<file path="src/rtl/core/shape_hit_pixel_colorizer_macros.svh">
// Assertion helpers used by the core RTL.
`ifndef SHAPE_HIT_PIXEL_COLORIZER_MACROS_SVH
`define SHAPE_HIT_PIXEL_COLORIZER_MACROS_SVH

// Same-cycle implication, disabled while reset is asserted.
`define SHPC_ASSERT_NOW(label, clk, rst_n, ante, cons) \
    label: assert property (@(posedge clk) disable iff (!(rst_n)) (ante) |-> (cons)) \
        else $error("shpc assertion failed");

// Next-cycle implication, disabled while reset is asserted.
`define SHPC_ASSERT_NEXT(label, clk, rst_n, ante, cons) \
    label: assert property (@(posedge clk) disable iff (!(rst_n)) (ante) |=> (cons)) \
        else $error("shpc assertion failed");

`endif

</file>
<file path="src/rtl/core/shpc_ram.sv">
module shpc_ram #(
    parameter int WIDTH = 8,
    parameter int DEPTH = 16
) (
    input  logic                     aclk,
    input  logic                     we,
    input  logic [$clog2(DEPTH)-1:0] waddr,
    input  logic [WIDTH-1:0]         wdata,
    input  logic [$clog2(DEPTH)-1:0] raddr,
    output logic [WIDTH-1:0]         rdata
);

    logic [WIDTH-1:0] mem [DEPTH];

    always_ff @(posedge aclk) begin
        if (we) begin
            mem[waddr] <= wdata;
        end
        rdata <= mem[raddr];
    end

endmodule

</file>
<file path="config.mk">
export PLATFORM = sky130hd
export DESIGN_NAME = shpc_ram
export DESIGN_NICKNAME = d
export VERILOG_FILES = /design/src/rtl/core/shape_hit_pixel_colorizer_macros.svh /design/src/rtl/core/shpc_ram.sv
export SDC_FILE = /design/constraint.sdc
export NUM_CORES = 1
export LEC_CHECK = 0
export ABC_AREA = 1
export BUFFER_PORTS_ARGS = -buffer_cell sky130_fd_sc_hd__buf_2
export CAP_MARGIN = 20
export CORE_AREA = 5 5 101 103
export CTS_CLUSTER_DIAMETER = 200
export CTS_CLUSTER_SIZE = 16
export DETAILED_ROUTE_END_ITERATION = 8
export DIE_AREA = 0 0 106 108
export PLACE_DENSITY = 0.93
export SLEW_MARGIN = 20
export SYNTH_ARGS = -nofsm -noshare
export SYNTH_HDL_FRONTEND = slang
export SYNTH_SLANG_ARGS = --single-unit
</file>
<file path="constraint.sdc">
create_clock -name aclk -period 2.7 [get_ports aclk]
set_clock_uncertainty 0.15 [all_clocks]
set_input_delay 0.54 -clock aclk [delete_from_list [all_inputs] [get_ports aclk]]
set_output_delay 0.54 -clock aclk [all_outputs]
set_load 0.05 [all_outputs]
</file>
---- Word-level counts from Yosys, hierarchy flattened ----
Memory sizes are Yosys's and may differ from the RTL's. A register that Yosys moved wholly into a read port is not among the register bits.
Cells that the tools add are included.
storage, ports and cells
  RAM bits ................................ 128
  logic and storage cells ................. 3
  bits in registers ....................... 0
  output and inout bits ................... 8
  memories ................................ 1
  input port bits ......................... 18
memory list
  name  words  width  read ports  clocked after Yosys merged registers in  write ports  line            source
  mem   16     8      1           1                                        1            shpc_ram.sv:13  logic [WIDTH-1:0] mem [DEPTH];
cells by class
  muxes and demuxes ....................... 2
operators by type and width
  kind              number
  2-to-1 mux 1 bit  2

---- Depth between registers and ports, before layout ----
  depth in word-level cells ............... 2
  depth in mapped cells ................... 8
  gate-level depth less buffers ........... 7

---- Worst setup path after synthesis ----
Ideal clock, no wire load.
  kind .................................... input -> register
  start point ............................. input waddr[2]
  end point ............................... memory mem[10][0] (enable)
  slack ................................... 1.059 ns
  data arrival time ....................... 1.121 ns
  library setup time ...................... 0.370 ns
  cell stages on the path ................. 2
  buffers on the path ..................... 0
  path through ............................ nand3b_1 nor2_1
RTL lines
  element             line            source
  start: declaration  shpc_ram.sv:7   input logic [$clog2(DEPTH)-1:0] waddr,
  end: declaration    shpc_ram.sv:13
No word-level cell before the write port.

---- Worst setup path in the final report ----
  start point ............................. register rdata[4], read port of mem
  end point ............................... output rdata[4]
RTL lines
  element             line            source
  start: declaration  shpc_ram.sv:10  output logic [WIDTH-1:0] rdata
No word-level cell between the ends.

==> results.md <==
- Outcome: finished clean
- Worst path required time: around 2 ns
- Endpoint type of the worst setup path: output port
- Sequential power share: ~48%
- Yosys top cell area share: between 60% and 70%
- Avg Vias per Cell: between 5 and 6
- # hold bufs at CTS: 0
- Final #Nets: a little over 600
- Clock share of power: between 40% and 50%
- Root Buffer: clkbuf_8
- Hold path startpoint: raddr[3]
- Mapped Area: 5767 um^2
- Switching Share: 23.63%
- Initial core utilization: 63.31%
- Inserted Diodes: 0
- Final setup TNS: 0 ns
- Pre-CTS WS: between 0.7 and 0.8 ns
- CP max-delay cell: dfxtp_1
- CP Cell Sequence: buf_2
- Htree depth: 4
- Die Ht: 108 um
- Design area: around 6600 um^2
- Pin count of the biggest net entering global routing: 37
- Hold Crit Class: in2reg
- Clk buf depth: 2
- Final Setup Violations: 0
- Yosys cell types: 12
- Register area share after synthesis: a little over two thirds
- R2r setup slk: between 1 and 1.5 ns
- Die Wd: 106 um
- # IOs: 26
- DR DRC count: 0
- Comb pwr share: under 10%
- Post-synth EDFFs: around 130
- Reg clk slew, reported paths: about 0.07 ns
- Crit Path Max Fanout: 1
- WHS Endpoint: rdata[7]
- Final Util: just over 70%
- DRT Pass-1 Iters: 8
- Vias in the first global route: slightly above 4,000
- CP peak stage delay: ~0.31 ns
- DRT iter0 DRCs: around 750
- Synth area leaders: edfxtp_1 67%, nand2_1 11%, nand3_1 8.4%
- Setup crit start kind: flop
- Switch Pwr: around 0.0012 W
- Placer Congestion: about 0.83
- Post-DP HPWL: around 8100 um
- Maximum VDD drop: 0.4647 mV
- Post-CTS Setup Repair Bufs: 0
- Vias: roughly 4,200
- CTS resizes: 0
- Delay-heaviest family, CP: flip-flops
- Syn-to-layout area delta: 13.71%
- Reg-to-reg startpoint: mem[13][4]
- Most numerous cell in the Yosys netlist: nand2_1
- Die ar.: between 10,000 and 15,000 um^2
- First-pass GRT wire length: 21,860 um
- Hold slack final: 0.2481 ns
- Initial antenna violation count: 0
- Crit share post-route: around 66%
- Post-synth top cells: 173 x nand2_1, 128 x edfxtp_1, 100 x inv_1
- Max Transition Viols Final: 0
- Max-Cap Viols: 0
- Post-synthesis net count: about 570
- CP Data Arrival Time: about 1.1 ns
- Post-synth top area cell: edfxtp_1
- Worst Reg-to-Reg Cells: 6
- Clock Latency Late Sink: 0.52 ns
- LEAKAGE: 2.855 nW
- Dominant synthesized flop cell: edfxtp_1
- Overall routing resource usage: 26.10%
- Input/output buffers: 25
- FF-to-FF End: rdata[4]
- Avg Synthesized Cell Area: 10.47 um^2
- Slew @ Worst Pin: approximately 0.8 ns
- Congestion Overflow GR: 0
- Final WS setup: between 0.9 and 1 ns
- Final hold vios: 0
- Drt wl/cell: 19.65 um
- # clock sinks: 136
- Unrepaired setup endpoints after global routing: false
- Worst setup path class: reg2out
- Routed Antenna Nets: 0
- Tmin final: between 1.5 and 2 ns
- Mapped Cells: 551
- Cell Rows: 35
- TritonCTS Buffers: 17
- P_int: about 0.0038 W
- Total core area: 9109 um^2
- PD cells: about 750 nW/um^2
- Routed WL: roughly 14,000 um
- Slew margin rel.: around 47%
- CP bufs+invs: 1
- #FFs+latches synth: about 140
- YS warnings: 0
- Max Clk Rate: about 560 MHz
- Worst hold stages: 3
- DP Area: around 6000 um^2
- Share of layout cells above drive strength 1: approximately an eighth
- CTS tree: built
- Async SR Flop Fraction: 0%
-- metal layers --
metal / routed length [um] / GRT usage [%] / part of all wire (%)
met4: 571 / 12.67 / 4.1
met3: 1549 / 7.284 / 11
met5: 0 / 0 / 0
met2: 6718 / 41.94 / 48
met1: 5109 / 33.11 / 37
-- per-stage QoR --
stage	total power (W)	instances
6_report	0.004917	710
5_1_grt	0.005068	710
4_1_cts	0.004918	710
3_5_place_dp	0.002743	678
3_3_place_gp	0.002726	678
2_1_floorplan	0.002630	551
-- power groups by stage --
stage | Sequential, W | Combinational, W | Clock [W]
2_1_floorplan | 0.00246 | 0.000167 | 0
3_3_place_gp | 0.00241 | 0.000311 | 0
3_5_place_dp | 0.00242 | 0.000326 | 0
4_1_cts | 0.00237 | 0.000336 | 0.00221
5_1_grt | 0.00238 | 0.000367 | 0.00232
6_report | 0.00237 | 0.000344 | 0.00220
-- cell type report --
cell class                      count  area (um^2)
Inverter                          102        382.9
Timing Repair Buffer               40        250.2
Fill cell                         569         2551
Multi-Input combinational cell    289         1214
Clock inverter                     15        153.9
Sequential cell                   136         4004
Clock buffer                       17        414.1
Tap cell                          111        138.9
-- cells in the final DEF, fill, tap and decap left out, types with 7 or more instances in the layout --
cell type / n
buf_2: 25
buf_4: 14
clkbuf_16: 16
clkinvlp_4: 7
dfxtp_1: 8
edfxtp_1: 128
inv_1: 100
nand2_1: 173
nand3_1: 97
nor2_1: 17
-- sequential cells by signal, summed over array words and instances (netlist names) --
register	count
rdata	8
mem	128
-- cells by family after synthesis --
logic type,count (synthesis),share of synthesized area [%]
AND/OR/NAND/NOR,289,21.05
flip-flops,136,69.43
buffers and inverters,126,9.525
-- worst max path at each step --
stage	slack, ns	depth (start not counted)	start	endpoint
finish	0.91	1	rdata[4]	rdata[4]
global route	0.86	1	rdata[4]	rdata[4]
CTS	0.88	1	rdata[4]	rdata[4]
floorplan	1.06	2	waddr[2]	mem[10][0]
global placement	0.78	3	waddr[3]	mem[5][6]
detailed placement	0.71	3	waddr[3]	mem[5][6]
Power figures use the tool's default switching activity.
